`config.mk`:
```
export PLATFORM = sky130hd
export DESIGN_NAME = source_tokenizer
export DESIGN_NICKNAME = d
export VERILOG_FILES = /design/src/rtl/stok_pkg.sv /design/src/rtl/stok_front.sv /design/src/rtl/stok_back.sv /design/src/rtl/source_tokenizer.sv
export SDC_FILE = /design/constraint.sdc
export NUM_CORES = 1
export LEC_CHECK = 0
export ABC_CLOCK_PERIOD_IN_PS = 21400
export BUFFER_PORTS_ARGS = -buffer_cell sky130_fd_sc_hd__buf_4
export CAP_MARGIN = 20
export CORE_AREA = 2 2 236 412
export DETAILED_ROUTE_END_ITERATION = 16
export DIE_AREA = 0 0 238 414
export GPL_TIMING_DRIVEN = 0
export MAX_ROUTING_LAYER = met4
export RECOVER_POWER = 25
export SLEW_MARGIN = 40
export SYNTH_ARGS = -nofsm -noshare
export SYNTH_HDL_FRONTEND = slang
export SYNTH_HIERARCHICAL = 1
export SYNTH_SLANG_ARGS = --single-unit
export TNS_END_PERCENT = 20
```
`constraint.sdc`:
```
create_clock -name i_clk -period 21.4 [get_ports i_clk]
set_input_delay 1.07 -clock i_clk [delete_from_list [all_inputs] [get_ports i_clk]]
set_output_delay 1.07 -clock i_clk [all_outputs]
set_load 0.03 [all_outputs]
```
`src/rtl/stok_pkg.sv`:
```
// Shared types, token codes and character-class functions for the source tokenizer.
`default_nettype none
package stok_pkg;

    localparam int POSITION_BITS_DEF = 16;
    localparam int LINE_BITS_DEF     = 16;
    localparam int QUEUE_DEPTH       = 4;

    // Token codes
    localparam logic [5:0] TK_LPAREN = 6'd0;
    localparam logic [5:0] TK_RPAREN = 6'd1;
    localparam logic [5:0] TK_LBRACE = 6'd2;
    localparam logic [5:0] TK_RBRACE = 6'd3;
    localparam logic [5:0] TK_LBRACK = 6'd4;
    localparam logic [5:0] TK_RBRACK = 6'd5;
    localparam logic [5:0] TK_SEMI   = 6'd6;
    localparam logic [5:0] TK_COMMA  = 6'd7;
    localparam logic [5:0] TK_DOT    = 6'd8;
    localparam logic [5:0] TK_MINUS  = 6'd9;
    localparam logic [5:0] TK_PLUS   = 6'd10;
    localparam logic [5:0] TK_SLASH  = 6'd11;
    localparam logic [5:0] TK_STAR   = 6'd12;
    localparam logic [5:0] TK_BANG   = 6'd13;
    localparam logic [5:0] TK_EQ     = 6'd15;
    localparam logic [5:0] TK_LT     = 6'd17;
    localparam logic [5:0] TK_GT     = 6'd19;
    localparam logic [5:0] TK_IDENT  = 6'd21;
    localparam logic [5:0] TK_STRING = 6'd22;
    localparam logic [5:0] TK_NUMBER = 6'd23;
    localparam logic [5:0] TK_KW0    = 6'd24;
    localparam logic [5:0] TK_ERROR  = 6'd43;
    localparam logic [5:0] TK_END    = 6'd44;

    // Error kinds
    localparam logic [1:0] ERR_NONE   = 2'd0;
    localparam logic [1:0] ERR_CHAR   = 2'd1;
    localparam logic [1:0] ERR_UNTERM = 2'd2;

    // Characters
    localparam logic [7:0] CH_NUL   = 8'h00;
    localparam logic [7:0] CH_TAB   = 8'h09;
    localparam logic [7:0] CH_LF    = 8'h0A;
    localparam logic [7:0] CH_CR    = 8'h0D;
    localparam logic [7:0] CH_SPACE = 8'h20;
    localparam logic [7:0] CH_QUOTE = 8'h22;
    localparam logic [7:0] CH_DOT   = 8'h2E;
    localparam logic [7:0] CH_SLASH = 8'h2F;
    localparam logic [7:0] CH_EQUAL = 8'h3D;

    // Keywords, first byte in the top byte, zero padded
    localparam logic [47:0] KW_TEXT [19] = '{
        {"and", 24'h0}, {"class", 8'h0}, {"else", 16'h0}, {"false", 8'h0},
        {"for", 24'h0}, {"fn", 32'h0}, {"if", 32'h0}, {"in", 32'h0},
        {"match", 8'h0}, {"null", 16'h0}, {"or", 32'h0}, {"print", 8'h0},
        "return", {"super", 8'h0}, {"this", 16'h0}, {"true", 16'h0},
        {"type", 16'h0}, {"var", 24'h0}, {"while", 8'h0}
    };
    localparam logic [2:0] KW_LEN [19] = '{
        3'd3, 3'd5, 3'd4, 3'd5, 3'd3, 3'd2, 3'd2, 3'd2, 3'd5, 3'd4,
        3'd2, 3'd5, 3'd6, 3'd5, 3'd4, 3'd4, 3'd4, 3'd3, 3'd5
    };

    typedef struct packed {
        logic [5:0]  ttype;
        logic [15:0] start;
        logic [15:0] length;
        logic [15:0] line;
        logic [1:0]  err;
    } t_token;

    typedef struct packed {
        logic [1:0]     cnt;
        t_token [2:0]   tok;
    } t_bundle;

    typedef struct packed {
        logic    push;
        t_bundle data;
    } t_push;

    function automatic logic is_alpha(input logic [7:0] c);
        return (c >= "a" && c <= "z") || (c >= "A" && c <= "Z") || c == "_";
    endfunction

    function automatic logic is_numeral(input logic [7:0] c);
        return c >= "0" && c <= "9";
    endfunction

    // Single-character punctuation; bit 6 flags a match
    function automatic logic [6:0] single_type(input logic [7:0] c);
        logic [6:0] r;
        r = 7'd0;
        case (c)
            "(": r = {1'b1, TK_LPAREN};
            ")": r = {1'b1, TK_RPAREN};
            "{": r = {1'b1, TK_LBRACE};
            "}": r = {1'b1, TK_RBRACE};
            "[": r = {1'b1, TK_LBRACK};
            "]": r = {1'b1, TK_RBRACK};
            ";": r = {1'b1, TK_SEMI};
            ",": r = {1'b1, TK_COMMA};
            ".": r = {1'b1, TK_DOT};
            "-": r = {1'b1, TK_MINUS};
            "+": r = {1'b1, TK_PLUS};
            "*": r = {1'b1, TK_STAR};
            default: r = 7'd0;
        endcase
        return r;
    endfunction

    // First character of a two-character operator; bit 6 flags a match
    function automatic logic [6:0] op_base(input logic [7:0] c);
        logic [6:0] r;
        r = 7'd0;
        case (c)
            "!": r = {1'b1, TK_BANG};
            "=": r = {1'b1, TK_EQ};
            "<": r = {1'b1, TK_LT};
            ">": r = {1'b1, TK_GT};
            default: r = 7'd0;
        endcase
        return r;
    endfunction

    function automatic logic [5:0] word_type(input logic [47:0] b, input logic [2:0] len);
        logic [5:0] r;
        r = TK_IDENT;
        for (int i = 0; i < 19; i++) begin
            if (len == KW_LEN[i] && b == KW_TEXT[i]) begin
                r = TK_KW0 + 6'(i);
            end
        end
        return r;
    endfunction

endpackage
`default_nettype wire

```
`src/rtl/stok_front.sv`:
```
// Front end: accepts source bytes, runs the scanner and forms token bundles.
`default_nettype none
module stok_front #(
    parameter int PB = stok_pkg::POSITION_BITS_DEF,
    parameter int LB = stok_pkg::LINE_BITS_DEF
) (
    input  wire logic           i_clk,
    input  wire logic           i_rst_n,
    input  wire logic           i_valid,
    input  wire logic [7:0]     i_ch,
    input  wire logic           i_full,
    output stok_pkg::t_push     o_push
);

    typedef enum logic [3:0] {
        S_IDLE, S_SLASH, S_COMMENT, S_IDENT, S_NUMBER, S_NUMDOT, S_FRACTION, S_STRING, S_OP2
    } t_mode;

    localparam logic [PB-1:0] POS_MAX  = {PB{1'b1}};
    localparam logic [LB-1:0] LINE_MAX = {LB{1'b1}};

    t_mode          r_mode, n_mode;
    logic [PB-1:0]  r_start, n_start;
    logic [PB-1:0]  r_pos, n_pos;
    logic [LB-1:0]  r_line, n_line;
    logic [47:0]    r_wbuf, n_wbuf;
    logic [2:0]     r_wlen, n_wlen;
    logic [7:0]     r_pend, n_pend;

    stok_pkg::t_token [2:0] tk;
    logic [1:0]     ntok;
    logic           acc;

    function automatic logic [PB-1:0] span(input logic [PB-1:0] hi, input logic [PB-1:0] lo);
        return (hi > lo) ? hi - lo : '0;
    endfunction

    function automatic stok_pkg::t_token mk(input logic [5:0] ty, input logic [PB-1:0] st,
                                            input logic [PB-1:0] ln, input logic [1:0] ek,
                                            input logic [LB-1:0] lc);
        stok_pkg::t_token t;
        logic [PB+15:0] sx;
        logic [PB+15:0] lx;
        logic [LB+15:0] cx;
        sx = {16'b0, st};
        lx = {16'b0, ln};
        cx = {16'b0, lc};
        t.ttype  = ty;
        t.start  = sx[15:0];
        t.length = lx[15:0];
        t.line   = cx[15:0];
        t.err    = ek;
        return t;
    endfunction

    assign acc = i_valid & ~i_full;

    // Scan one byte: extend or close the open token, then start on the byte if it is free
    always_comb begin
        logic          beg;
        logic [PB-1:0] p;
        logic [PB-1:0] so;
        logic [PB-1:0] s;
        logic [PB-1:0] dot;
        logic [6:0]    st;
        logic [6:0]    ob;
        logic [5:0]    base;
        beg     = 1'b0;
        p       = r_pos;
        so      = r_start;
        s       = span(p, so);
        dot     = '0;
        st      = stok_pkg::single_type(i_ch);
        ob      = stok_pkg::op_base(r_pend);
        base    = ob[6] ? ob[5:0] : stok_pkg::TK_BANG;
        n_mode  = r_mode;
        n_start = r_start;
        n_line  = r_line;
        n_wbuf  = r_wbuf;
        n_wlen  = r_wlen;
        n_pend  = r_pend;
        tk      = '0;
        ntok    = 2'd0;

        case (r_mode)
            S_SLASH: begin
                if (i_ch == stok_pkg::CH_SLASH) begin
                    n_mode = S_COMMENT;
                end else begin
                    tk[ntok] = mk(stok_pkg::TK_SLASH, so, PB'(1), stok_pkg::ERR_NONE, r_line);
                    ntok = ntok + 2'd1;
                    beg = 1'b1;
                end
            end
            S_COMMENT: begin
                if (i_ch == stok_pkg::CH_LF || i_ch == stok_pkg::CH_NUL) beg = 1'b1;
            end
            S_IDENT: begin
                if (stok_pkg::is_alpha(i_ch) || stok_pkg::is_numeral(i_ch)) begin
                    if (r_wlen < 3'd6) n_wbuf[47 - 8 * r_wlen -: 8] = i_ch;
                    if (r_wlen < 3'd7) n_wlen = r_wlen + 3'd1;
                end else begin
                    tk[ntok] = mk(stok_pkg::word_type(r_wbuf, r_wlen), so, s,
                                  stok_pkg::ERR_NONE, r_line);
                    ntok = ntok + 2'd1;
                    beg = 1'b1;
                end
            end
            S_NUMBER, S_FRACTION: begin
                if (stok_pkg::is_numeral(i_ch)) begin
                    n_mode = r_mode;
                end else if (i_ch == stok_pkg::CH_DOT && r_mode == S_NUMBER) begin
                    n_mode = S_NUMDOT;
                end else begin
                    tk[ntok] = mk(stok_pkg::TK_NUMBER, so, s, stok_pkg::ERR_NONE, r_line);
                    ntok = ntok + 2'd1;
                    beg = 1'b1;
                end
            end
            S_NUMDOT: begin
                if (stok_pkg::is_numeral(i_ch)) begin
                    n_mode = S_FRACTION;
                end else begin
                    dot = (p > '0) ? p - PB'(1) : '0;
                    if (dot < so) dot = so;
                    tk[ntok] = mk(stok_pkg::TK_NUMBER, so, span(dot, so),
                                  stok_pkg::ERR_NONE, r_line);
                    ntok = ntok + 2'd1;
                    tk[ntok] = mk(stok_pkg::TK_DOT, dot, PB'(1), stok_pkg::ERR_NONE, r_line);
                    ntok = ntok + 2'd1;
                    beg = 1'b1;
                end
            end
            S_STRING: begin
                if (i_ch == stok_pkg::CH_QUOTE) begin
                    tk[ntok] = mk(stok_pkg::TK_STRING, so, (s == POS_MAX) ? s : s + PB'(1),
                                  stok_pkg::ERR_NONE, r_line);
                    ntok = ntok + 2'd1;
                    n_mode = S_IDLE;
                end else if (i_ch == stok_pkg::CH_NUL) begin
                    tk[ntok] = mk(stok_pkg::TK_ERROR, so, s, stok_pkg::ERR_UNTERM, r_line);
                    ntok = ntok + 2'd1;
                    beg = 1'b1;
                end else if (i_ch == stok_pkg::CH_LF) begin
                    if (r_line < LINE_MAX) n_line = r_line + LB'(1);
                end
            end
            S_OP2: begin
                if (i_ch == stok_pkg::CH_EQUAL) begin
                    tk[ntok] = mk(base + 6'd1, so, (s == POS_MAX) ? s : s + PB'(1),
                                  stok_pkg::ERR_NONE, r_line);
                    ntok = ntok + 2'd1;
                    n_mode = S_IDLE;
                end else begin
                    tk[ntok] = mk(base, so, PB'(1), stok_pkg::ERR_NONE, r_line);
                    ntok = ntok + 2'd1;
                    beg = 1'b1;
                end
            end
            default: beg = 1'b1;
        endcase

        // Start on the current byte
        if (beg) begin
            n_mode = S_IDLE;
            if (i_ch == stok_pkg::CH_NUL) begin
                tk[ntok] = mk(stok_pkg::TK_END, p, '0, stok_pkg::ERR_NONE, r_line);
                ntok = ntok + 2'd1;
            end else if (i_ch == stok_pkg::CH_SPACE || i_ch == stok_pkg::CH_TAB ||
                         i_ch == stok_pkg::CH_CR) begin
                n_mode = S_IDLE;
            end else if (i_ch == stok_pkg::CH_LF) begin
                if (r_line < LINE_MAX) n_line = r_line + LB'(1);
            end else begin
                n_start = p;
                if (i_ch == stok_pkg::CH_SLASH) begin
                    n_mode = S_SLASH;
                end else if (stok_pkg::is_alpha(i_ch)) begin
                    n_wbuf = {i_ch, 40'h0};
                    n_wlen = 3'd1;
                    n_mode = S_IDENT;
                end else if (stok_pkg::is_numeral(i_ch)) begin
                    n_mode = S_NUMBER;
                end else if (i_ch == stok_pkg::CH_QUOTE) begin
                    n_mode = S_STRING;
                end else if (st[6]) begin
                    tk[ntok] = mk(st[5:0], p, PB'(1), stok_pkg::ERR_NONE, r_line);
                    ntok = ntok + 2'd1;
                end else if (stok_pkg::op_base(i_ch) != 7'd0) begin
                    n_pend = i_ch;
                    n_mode = S_OP2;
                end else begin
                    tk[ntok] = mk(stok_pkg::TK_ERROR, p, PB'(1), stok_pkg::ERR_CHAR, r_line);
                    ntok = ntok + 2'd1;
                end
            end
        end

        // Advance position; end of source restarts the count
        if (i_ch == stok_pkg::CH_NUL) begin
            n_pos  = '0;
            n_line = LB'(1);
            n_mode = S_IDLE;
        end else begin
            n_pos = (r_pos == POS_MAX) ? r_pos : r_pos + PB'(1);
        end
    end

    assign o_push.push     = acc & (ntok != 2'd0);
    assign o_push.data.cnt = ntok;
    assign o_push.data.tok = tk;

    // Hold scanner state
    always_ff @(posedge i_clk) begin
        if (!i_rst_n) begin
            r_mode  <= S_IDLE;
            r_start <= '0;
            r_pos   <= '0;
            r_line  <= LB'(1);
            r_wbuf  <= '0;
            r_wlen  <= 3'd0;
            r_pend  <= 8'd0;
        end else if (acc) begin
            r_mode  <= n_mode;
            r_start <= n_start;
            r_pos   <= n_pos;
            r_line  <= n_line;
            r_wbuf  <= n_wbuf;
            r_wlen  <= n_wlen;
            r_pend  <= n_pend;
        end
    end

endmodule
`default_nettype wire

```
`src/rtl/stok_back.sv`:
```
// Back end: bundle queue and one-token-per-request output stage.
`default_nettype none
module stok_back (
    input  wire logic              i_clk,
    input  wire logic              i_rst_n,
    input  wire stok_pkg::t_push   i_push,
    output logic                   o_full,
    output logic                   o_valid,
    input  wire logic              i_stall,
    output stok_pkg::t_token       o_tok,
    output logic                   o_last
);

    localparam int AW = $clog2(stok_pkg::QUEUE_DEPTH);

    stok_pkg::t_bundle r_mem [stok_pkg::QUEUE_DEPTH];
    logic [AW-1:0]     r_wp, r_rp;
    logic [AW:0]       r_cnt;
    logic [1:0]        r_idx;
    logic              out_acc;
    logic              pop;
    logic              push;
    stok_pkg::t_bundle head;

    assign head    = r_mem[r_rp];
    assign o_full  = (r_cnt == (AW + 1)'(stok_pkg::QUEUE_DEPTH));
    assign o_valid = (r_cnt != '0);
    assign o_tok   = head.tok[r_idx];
    assign o_last  = (r_idx == head.cnt - 2'd1);
    assign out_acc = o_valid & ~i_stall;
    assign pop     = out_acc & o_last;
    assign push    = i_push.push & ~o_full;

    // Store bundles
    always_ff @(posedge i_clk) begin
        if (push) r_mem[r_wp] <= i_push.data;
    end

    // Advance pointers and the token index
    always_ff @(posedge i_clk) begin
        if (!i_rst_n) begin
            r_wp  <= '0;
            r_rp  <= '0;
            r_cnt <= '0;
            r_idx <= 2'd0;
        end else begin
            if (push) r_wp <= r_wp + AW'(1);
            if (pop) r_rp <= r_rp + AW'(1);
            r_cnt <= r_cnt + (AW + 1)'(push) - (AW + 1)'(pop);
            if (pop) r_idx <= 2'd0;
            else if (out_acc) r_idx <= r_idx + 2'd1;
        end
    end

    a_cnt_bound: assert property (@(posedge i_clk) disable iff (!i_rst_n)
        r_cnt <= (AW + 1)'(stok_pkg::QUEUE_DEPTH))
        else $error("queue count overflow");
    a_idx_in_bundle: assert property (@(posedge i_clk) disable iff (!i_rst_n)
        o_valid |-> (r_idx < head.cnt))
        else $error("token index beyond bundle");
    a_no_drop: assert property (@(posedge i_clk) disable iff (!i_rst_n)
        i_push.push |-> !o_full)
        else $error("bundle pushed into full queue");
    a_empty_bundle: assert property (@(posedge i_clk) disable iff (!i_rst_n)
        i_push.push |-> (i_push.data.cnt != 2'd0))
        else $error("empty bundle pushed");

endmodule
`default_nettype wire

```
`src/rtl/source_tokenizer.sv`:
```
// Top level of the source tokenizer: scanner front end and token queue back end.
//
//  channel  dir  handshake          payload
//  input    in   i_valid / o_stall  i_ch
//  output   out  o_valid / i_stall  o_tok_kind, o_token_start, o_token_length,
//                                   o_token_line, o_error_kind, o_last_of_run
//
// One byte is scanned per cycle while o_stall is low; its tokens enter a four-bundle
// queue at the accepting edge and are offered once earlier bundles have left it.
// Tokens leave one per cycle while i_stall is low, a byte's tokens one after another.
// The input stalls only while the bundle queue is full.
// Synchronous active-low reset returns to line 1, offset 0, idle scanning.
`default_nettype none
module source_tokenizer #(
    parameter int POSITION_BITS = stok_pkg::POSITION_BITS_DEF,
    parameter int LINE_BITS     = stok_pkg::LINE_BITS_DEF
) (
    input  wire logic        i_clk,
    input  wire logic        i_rst_n,
    input  wire logic        i_valid,
    output logic             o_stall,
    input  wire logic [7:0]  i_ch,
    output logic             o_valid,
    input  wire logic        i_stall,
    output logic [5:0]       o_tok_kind,
    output logic [15:0]      o_token_start,
    output logic [15:0]      o_token_length,
    output logic [15:0]      o_token_line,
    output logic [1:0]       o_error_kind,
    output logic             o_last_of_run
);

    stok_pkg::t_push  push;
    stok_pkg::t_token tok;
    logic             full;

    stok_front #(.PB(POSITION_BITS), .LB(LINE_BITS)) u_front (
        .i_clk   (i_clk),
        .i_rst_n (i_rst_n),
        .i_valid (i_valid),
        .i_ch    (i_ch),
        .i_full  (full),
        .o_push  (push)
    );

    stok_back u_back (
        .i_clk   (i_clk),
        .i_rst_n (i_rst_n),
        .i_push  (push),
        .o_full  (full),
        .o_valid (o_valid),
        .i_stall (i_stall),
        .o_tok   (tok),
        .o_last  (o_last_of_run)
    );

    assign o_stall        = full;
    assign o_tok_kind     = tok.ttype;
    assign o_token_start  = tok.start;
    assign o_token_length = tok.length;
    assign o_token_line   = tok.line;
    assign o_error_kind   = tok.err;

endmodule
`default_nettype wire
```
Word level (Yosys, flattened, before mapping)
Memory sizes are Yosys's and may differ from the RTL's. A register that Yosys moved wholly into a read port is not among the register bits.
Index checks and enable logic that the tools add are counted.
{ "word_totals": {"reg_bits": 120, "ramBits": 680, "output_inout_bits": 59, "n_memories": 1} }
{ "op_classes": {"add_sub_neg": 17, "order_cmp": 16, "n_eq_ne": 70, "n_shift": 2, "n_mux": 145, "bitwise": 16, "reduce_logical": 41} }
{ "memory_table": {"columns": ["name", "words", "word_bits", "rd", "rd_clocked_by_memory_dff", "wr", "line", "text"], "rows": [
  ["u_back.r_mem", 4, 170, 1, 1, 1, "stok_back.sv:16", "stok_pkg::t_bundle r_mem [stok_pkg::QUEUE_DEPTH];"]
]} }
{ "ops": {"columns": ["cell", "count"], "rows": [
  ["168-bit two-way mux", 10],
  ["48-bit by 47-bit == test with 1-bit output, second input constant", 19],
  ["168-bit bitwise mux", 3],
  ["48-bit two-way mux", 9],
  ["56-bit two-way mux", 7],
  ["56-bit case mux with 6 select lines", 1],
  ["16-bit two-way mux", 18],
  ["8-bit by 6-bit == test with 1-bit output, second input constant", 19],
  ["56-bit binary-select mux with 2-bit select", 1],
  ["56-bit demux with 2-bit select", 1],
  ["110-bit two-way mux", 1],
  ["54-bit two-way mux", 2],
  ["4-bit two-way mux", 24],
  ["7-bit case mux with 12 select lines", 1],
  ["6-bit two-way mux", 12],
  ["7-bit two-way mux", 9],
  ["7-bit case mux with 4 select lines", 2],
  ["55-bit two-way mux", 1],
  ["8-bit by 34-bit variable shift with 55-bit output, first input constant", 1],
  ["8-bit by 34-bit variable part select with 55-bit output", 1],
  ["16-bit by 1-bit adder with 16-bit output, second input constant", 3],
  ["48-bit bitwise mux", 1],
  ["8-bit by 7-bit == test with 1-bit output, second input constant", 5],
  ["32-bit negator with 34-bit output", 1],
  ["51 further kinds", 155]
]} }

Logic depth before layout (Yosys ltp)
Gate-level depths: netlist (run 1).
{ "logic_depth": {"depth_word": 34, "mapped_depth": 30, "ltp_nobuf": 27} }

Cells and area by module
The synthesis (run 1) kept the hierarchy.
{ "modules_own_cells": {"columns": ["module", "instances", "cells_each", "area_per_inst_um2", "seq_area_each_um2"], "rows": [
  ["stok_back", 1, 1148, 26276.5, 20639.8],
  ["stok_front", 1, 1601, 11526.1, 2222.1]
]} }

Worst setup path after synthesis (run 1)
No wires, ideal clock.
{ "synth_path": {"kind": "input port to flip-flop", "startpoint": "input i_ch[4]", "endpoint": "memory u_back/r_mem[0][0] in the netlist's numbering, enable pin", "setup_time_ns": 0.551, "arrival_time_ns": 7.597, "slack_ns": 13.253, "stages": 13, "path_buffers": 4, "path_cell_list": "buf_2 > nor4b_2 > nand3_1 > o211ai_1 > nand4_1 > buf_2 > a31oi_1 > buf_2 > nor2_1 > nor2_1 > nor2b_1 > clkbuf_1 > and2_1"} }
{ "synth_rtl": {"columns": ["item", "line", "text"], "rows": [
  ["from (decl)", "source_tokenizer.sv:22", "input wire logic [7:0] i_ch,"],
  ["to (decl)", "stok_back.sv:16", null]
]} }

==> qor.tcl, run 1 <==
set qor(post-cts-setup-buffer-count) 0
set qor(globalRoute.totalOverflow) 0
set qor(critical_path.slowest_cell) {sky130_fd_sc_hd__o41ai_4}
set qor(clockRootBuffer) {sky130_fd_sc_hd__clkbuf_16}
set qor(relative_contribution_of_combinational_cells_to_total_power_pct) 35.1
set qor(critical_path.max_stage_delay_ps) 820
set qor(p_sw_share_pct) 35.79
set qor(initial_core_util_pct) 39.65
set qor(maxCapViolCount) 1
set qor(clock_network_latency_to_the_later_pin_of_the_worst_skew_pair_ps) 660
set qor(routedWlPerCell_um) 25.87
set qor(die-area_mm2) 0.09853
set qor(end_kind) {flip-flop}
set qor(post_cts_resize_count) 0
set qor(synth_ff_type) {sky130_fd_sc_hd__edfxtp_1}
set qor(leakage_nw) 13.87
set qor(synth.largest_area_cell) {sky130_fd_sc_hd__edfxtp_1}
set qor(clock_skew_ps) 26.17
set qor(postSynth.asyncResetShare_pct) 0
set qor(hpwl_um) 81330
set qor(whs_ps) 468.3
set qor(placement.cell_area_mm2) 0.04046
set qor(final_critical_path_share_of_the_clock_period_pct) 39.56
set qor(seq_power_share_pct) 40.1
set qor(gp_congestion) 0.9541
set qor(area_of_the_mapped_netlist_mm2) 0.03780
set qor(die_outline_width_um) 238
set qor(synth_cells) 2749
set qor(area_delta_synth_final_pct) 12.47
set qor(routed-via-count) 24203
set qor(yosys-top-cells-area) {sky130_fd_sc_hd__edfxtp_1 54%, sky130_fd_sc_hd__mux4_2 10%, sky130_fd_sc_hd__dfxtp_1 6.5%, sky130_fd_sc_hd__mux2i_1 2.7%, sky130_fd_sc_hd__ha_1 2.3%}
set qor(place.port_buffers) 69
set qor(dpl.cell_count) 4089
set qor(worstMarginPinSlew_ps) 1480
set qor(finalSetupViolCount) 0
set qor(pwr_density_cell_mw_per_mm2) 121.6
set qor(die_height_um) 414
set qor(peakVddDrop_v) 0.00006149
set qor(avgSynthCellArea_um2) 13.75
set qor(critical_path_class) {flip-flop to flip-flop}
set qor(crit_path_frequent_cell) {sky130_fd_sc_hd__ha_1}
set qor(cts_buffer_depth) 3
set qor(post_cts_hold_buffer_count) 0
set qor(max_freq_mhz) 118.1
set qor(drc) 0
set qor(violated_checks) {max-capacitance violations}
set qor(synth.top_cell.area_share_pct) 54.02
set qor(finalMaxSlewViolations) 0
set qor(post_synth_most_frequent_cells) {680 x sky130_fd_sc_hd__edfxtp_1, 204 x sky130_fd_sc_hd__nand2_1, 170 x sky130_fd_sc_hd__mux4_2}
set qor(drt_iter0_markers) 1938
set qor(worstSetupStartpointType) {flip-flop}
set qor(first_global_vias) 25155
set qor(detail-route-antenna-nets) 0
set qor(synthMostInstantiatedCell) {sky130_fd_sc_hd__edfxtp_1}
set qor(grt_util_all_layers_pct) 22.85
set qor(netlist-cell-type-count) 103
set qor(layout.cells.non_filler) 4226
set qor(drt_pass1_iterations) 5
set qor(holdCritPathClass) {flip-flop to flip-flop}
set qor(grt_start_max_net_pins) 37
set qor(post_drt_via_cell_ratio) 5.727
set qor(num-nets-final) 3033
set qor(placementRows) 150
set qor(first_pass_grt_wire_length_um) 162200
set qor(internal_power_mw) 3.319
set qor(fin_area_mm2) 0.04252
set qor(utilization_pct) 44.59
set qor(seq_cells_post_synth) 802
set qor(cp.required_ps) 21690
set qor(critical_path_arrival_ps) 8750
set qor(synth_enable_flop_cells) 680
set qor(fin_setup_tns_ps) 0
set qor(design.core.area_mm2) 0.09534
set qor(timing_hold_violations_final) 0
set qor(slew-limit-headroom_pct) 0.8579
set qor(clkPwrFrac_pct) 24.8
set qor(tritoncts) {done}
set qor(finalWorstSetupSlack_ps) 12930
set qor(timing.critical_path.fanout_max) 10
set qor(synth_seq_area_share_pct) 60.48
set qor(detail_route.wirelength_um) 109300
set qor(path_clk_slew_ps) 70
set qor(post-layout-total-power_mw) 5.169
set qor(ys_warn_count) 6
set qor(fin_crit_ps) 8466
set qor(run_status) {finished with violations}
set qor(cts.htree.levels) 3
set qor(cts_buffer_count) 74
set qor(clock_sinks) 802
set qor(pin_count) 71
set qor(drive_above_1_share_pct) 14.57
set qor(power.switching_mw) 1.850
set qor(post_place_worst_slack_ps) 13010
set qor(antenna_violations_before_repair) 1
set qor(rsz0062_at_grt) {false}
## layout make-up
class,count,area [µm²]
antenna,3,7.507
buffer,186,882.1
clock buffer,91,1936
clock inverter,42,356.6
fill,8635,52830
inverter,61,229.0
multi-input combinational,1733,13960
sequential,802,22860
tap,1216,1521
timing repair buffer,92,764.5
## power by group through the flow
stage	clock (mW)	sequential (mW)	combinational (mW)
5_1_grt	1.37	2.09	1.93
6_report	1.28	2.07	1.82
4_1_cts	1.31	2.08	1.90
3_3_place_gp	0	2.18	1.81
3_5_place_dp	0	2.11	1.89
2_1_floorplan	0	2.13	1.17
## logic make-up (layout without fill, tap and decap cells)
family | after synthesis | count (layout) | synth area share, %
AO/OA/AOI/OAI | 430 | 430 | 7.517
buffers and inverters | 247 | 472 | 2.985
multiplexers | 276 | 276 | 12.96
flip-flops | 802 | 802 | 60.48
XOR/XNOR | 62 | 62 | 1.526
other | 1 | 37 | 0.009920
AND/OR/NAND/NOR | 860 | 860 | 12.12
adder cells (fa/ha/maj) | 71 | 71 | 2.410
## critical path, delay by kind of cell (launching register included)
kind,cells,cell delay [ps]
AO/OA/AOI/OAI,8,2160
adder cells (fa/ha/maj),3,980
buffers and inverters,6,1680
flip-flops,1,450
multiplexers,1,350
AND/OR/NAND/NOR,8,2460
## flip-flops by register name, summed over array words and instances, names as in the netlist, named ones only
register and cells:
u_front/r_line 16, u_front/r_pend 8, u_front/r_wbuf 48, u_back/r_idx 2, u_back/r_rp 2, u_back/r_cnt 3, u_front/r_wlen 3, u_front/r_start 16
u_front/r_mode 4, u_front/r_pos 16, u_back/r_mem 680, u_back/r_wp 2
## layout by cell type, fill, tap and decap left out, drive strengths merged, types with 16 or more instances in the layout
cell type  netlist  final
edfxtp         680    680
nor4            22     22
clkinv           0     33
nor3            67     67
nor2b           61     61
nand2          205    205
or3             35     35
nand3           56     56
a21oi           74     74
a22oi           24     24
a31oi           16     16
nor2           148    148
and2            63     63
and3            58     58
a21o            18     18
a22o            34     34
mux2i          102    102
o21ai          136    136
clkbuf          99    254
buf             87    115
mux4           170    170
nand4           34     34
xnor2           36     36
xor2            26     26
ha              68     68
inv             61     64
conb             1     34
dfxtp          122    122
nand2b          31     31
## worst paths after layout
| check | startpoint | cells past startpoint | slack (ps) | end |
|---|---|---|---|---|
| worst max register to register | u_front/r_pos[1] | 26 | 12930 | u_back/r_mem[1][31] |
| worst min-delay path | u_front/r_wbuf[7] | 1 | 470 | u_front/r_wbuf[7] |
| worst min register to register | u_front/r_wbuf[7] | 1 | 470 | u_front/r_wbuf[7] |
| worst max-delay path | u_front/r_pos[1] | 26 | 12930 | u_back/r_mem[1][31] |
## routing by layer
metal / routed length [µm] / track usage, % / share of wire, %
met3: 4451 / 2.396 / 4.1
met2: 60480 / 42.59 / 55
met4: 5067 / 9.989 / 4.6
met1: 39320 / 24.21 / 36
met5: 0 / - / 0
Power figures use the tool's default switching activity.
==> inputs of run 2 (changes only) <==
- ABC_CLOCK_PERIOD_IN_PS: 21400 -> 8100
- clock period: 21.4 -> 8.1 ns (I/O delays scaled with it)
==> qor.tcl, run 2 (synthesized netlist as in run 1, its figures left out) <==
set qor(timing_hold_violations_final) 0
set qor(grt_util_all_layers_pct) 22.85
set qor(routed-via-count) 24207
set qor(layout_top_registers) {u_back/r_mem: 680 flops, u_front/r_wbuf: 48 flops}
set qor(critical_path_buf_inv_count) 6
set qor(final_cell_mix) {680 x sky130_fd_sc_hd__edfxtp_1, 205 x sky130_fd_sc_hd__nand2_1, 170 x sky130_fd_sc_hd__mux4_2}
set qor(antenna_violations_before_repair) 1
set qor(run_status) {finished with violations}
set qor(whs_ps) 87.11
set qor(violated_checks) {max-capacitance violations, max-slew violations}
set qor(critical_path_class) {flip-flop to flip-flop}
set qor(critical_path.max_stage_delay_ps) 450
set qor(fillerInstances) 8630
set qor(path_clk_slew_ps) 70
set qor(gp_congestion) 0.9541
set qor(place.port_buffers) 69
set qor(post_drt_via_cell_ratio) 5.727
set qor(finalMaxSlewViolations) 10
set qor(pin_count) 71
set qor(clock_network_latency_to_the_later_pin_of_the_worst_skew_pair_ps) 660
set qor(first_global_vias) 25156
set qor(detail_route.wirelength_um) 109300
set qor(post-layout-total-power_mw) 13.66
set qor(maxCapViolCount) 1
set qor(final-seq-area_mm2) 0.02286
set qor(num-nets-final) 3034
set qor(max_flop_register) {u_back/r_mem}
set qor(cts_buffer_depth) 3
set qor(end_kind) {flip-flop}
set qor(drt_iter0_markers) 1896
set qor(routedWlPerCell_um) 25.85
set qor(area_delta_synth_final_pct) 12.53
set qor(placementRows) 150
set qor(die_height_um) 414
set qor(drive_above_1_share_pct) 14.69
set qor(cell_family_with_the_largest_share_of_critical_path_delay) {compound AO/OA/AOI/OAI gates}
set qor(detailroute.wirelength.met2_um) 60470
set qor(detail-route-antenna-nets) 0
set qor(multi_input_comb_area_mm2) 0.01397
set qor(clock_sinks) 802
set qor(most_common_cell_after_layout_fill_and_taps_aside) {sky130_fd_sc_hd__edfxtp_1}
set qor(timing.critical_path.fanout_max) 10
set qor(globalRoute.totalOverflow) 0
set qor(grt_start_max_net_pins) 37
set qor(first_pass_grt_wire_length_um) 162200
set qor(die-area_mm2) 0.09853
set qor(crit_path_frequent_cell) {sky130_fd_sc_hd__a21o_1}
set qor(slew-limit-headroom_pct) -0.9687
set qor(peakVddDrop_v) 0.0001602
set qor(rsz0062_at_grt) {false}
set qor(cts_buffer_count) 74
set qor(finalSetupViolCount) 0
set qor(tritoncts) {done}
set qor(cp.required_ps) 8430
set qor(dr_wl_met3_um) 4117
set qor(worstSetupStartpointType) {flip-flop}
set qor(hold_start) {i_stall}
set qor(drc) 0
set qor(leakage_nw) 13.89
set qor(reg2reg_from) {u_front/r_pos[1]}
set qor(cts.htree.levels) 3
set qor(die_outline_width_um) 238
set qor(met1_length_um) 39690
set qor(final_critical_path_share_of_the_clock_period_pct) 94.17
set qor(pwr_density_cell_mw_per_mm2) 321.2
set qor(max_reg_flops) 680
set qor(critical_path_arrival_ps) 7950
set qor(hpwl_um) 81330
set qor(critical_path.slowest_cell) {sky130_fd_sc_hd__dfxtp_1}
set qor(fin_crit_ps) 7628
set qor(holdCritPathClass) {input port to flip-flop}
set qor(clockRootBuffer) {sky130_fd_sc_hd__clkbuf_16}
set qor(max_freq_mhz) 131.1
set qor(worst_setup_path_start) {u_front/r_pos[1]}
set qor(worstMarginPinSlew_ps) 1507
set qor(design.core.area_mm2) 0.09534
set qor(topRoutingLayerUsed) {met4}
set qor(drt_pass1_iterations) 6
set qor(clock_skew_ps) 25.33
set qor(initial_core_util_pct) 39.65
run 2: layout make-up:
class | count | area share [%]
Antenna cell | 3 | 0.01765
Buffer | 186 | 2.080
Clock buffer | 91 | 4.550
Clock inverter | 42 | 0.8383
Inverter | 61 | 0.5383
Multi-Input combinational cell | 1733 | 32.84
Sequential cell | 802 | 53.74
Tap cell | 1216 | 3.577
Timing Repair Buffer | 93 | 1.815
run 2: path summary, 6_finish.rpt:
path,to,slack [ps],depth (start not counted)
hold reg to reg,u_front/r_wbuf[7],460,1
setup reg to reg,u_back/r_mem[1][31],470,30
hold / removal,u_back/r_idx[0],90,3
setup / recovery,u_back/r_mem[1][31],470,30
run 2: through the flow:
step	TNS [ps]	worst slack [ps]	instances	area, µm²	utilization, %
2_1_floorplan	0	617.9	2782	37930	-
3_5_place_dp	-4309	-291.0	4089	40460	42.43
5_1_grt	0	106.7	4225	42530	44.61
3_3_place_gp	-3472970	-5069	4067	39970	41.92
6_report	0	472.3	4227	42540	44.62
4_1_cts	0	246.2	4224	42770	44.86
run 2: timing repair:
action | in CTS | in global routing
endpoints found under the hold margin | 0 | 0
resized for setup | 1 | 3
hold buffers | 0 | 0
gates cloned | 0 | 0
endpoints found under the setup margin | 36 | 16
buffers inserted | 2 | 0
pin swaps | 2 | 0
run 2: tightest hold or removal path, stage by stage:
cell and delay, ps:
sky130_fd_sc_hd__buf_4 140, sky130_fd_sc_hd__a2111o_1 100, sky130_fd_sc_hd__a21boi_1 50
run 2: metal layers:
| metal | up-vias | global-route usage (%) |
|---|---|---|
| met1 | 12342 | 24.18 |
| li1 | 10994 | - |
| met2 | 673 | 42.50 |
| met3 | 198 | 2.403 |
| met4 | 0 | 10.20 |
| met5 | - | - |
run 2: where the power goes:
group	leakage, nW	switching (mW)	total, mW	internal, mW
clock network	1.13	1.51	3.38	1.87
registers	7.06	0.153	5.48	5.33
logic	5.70	3.23	4.80	1.58
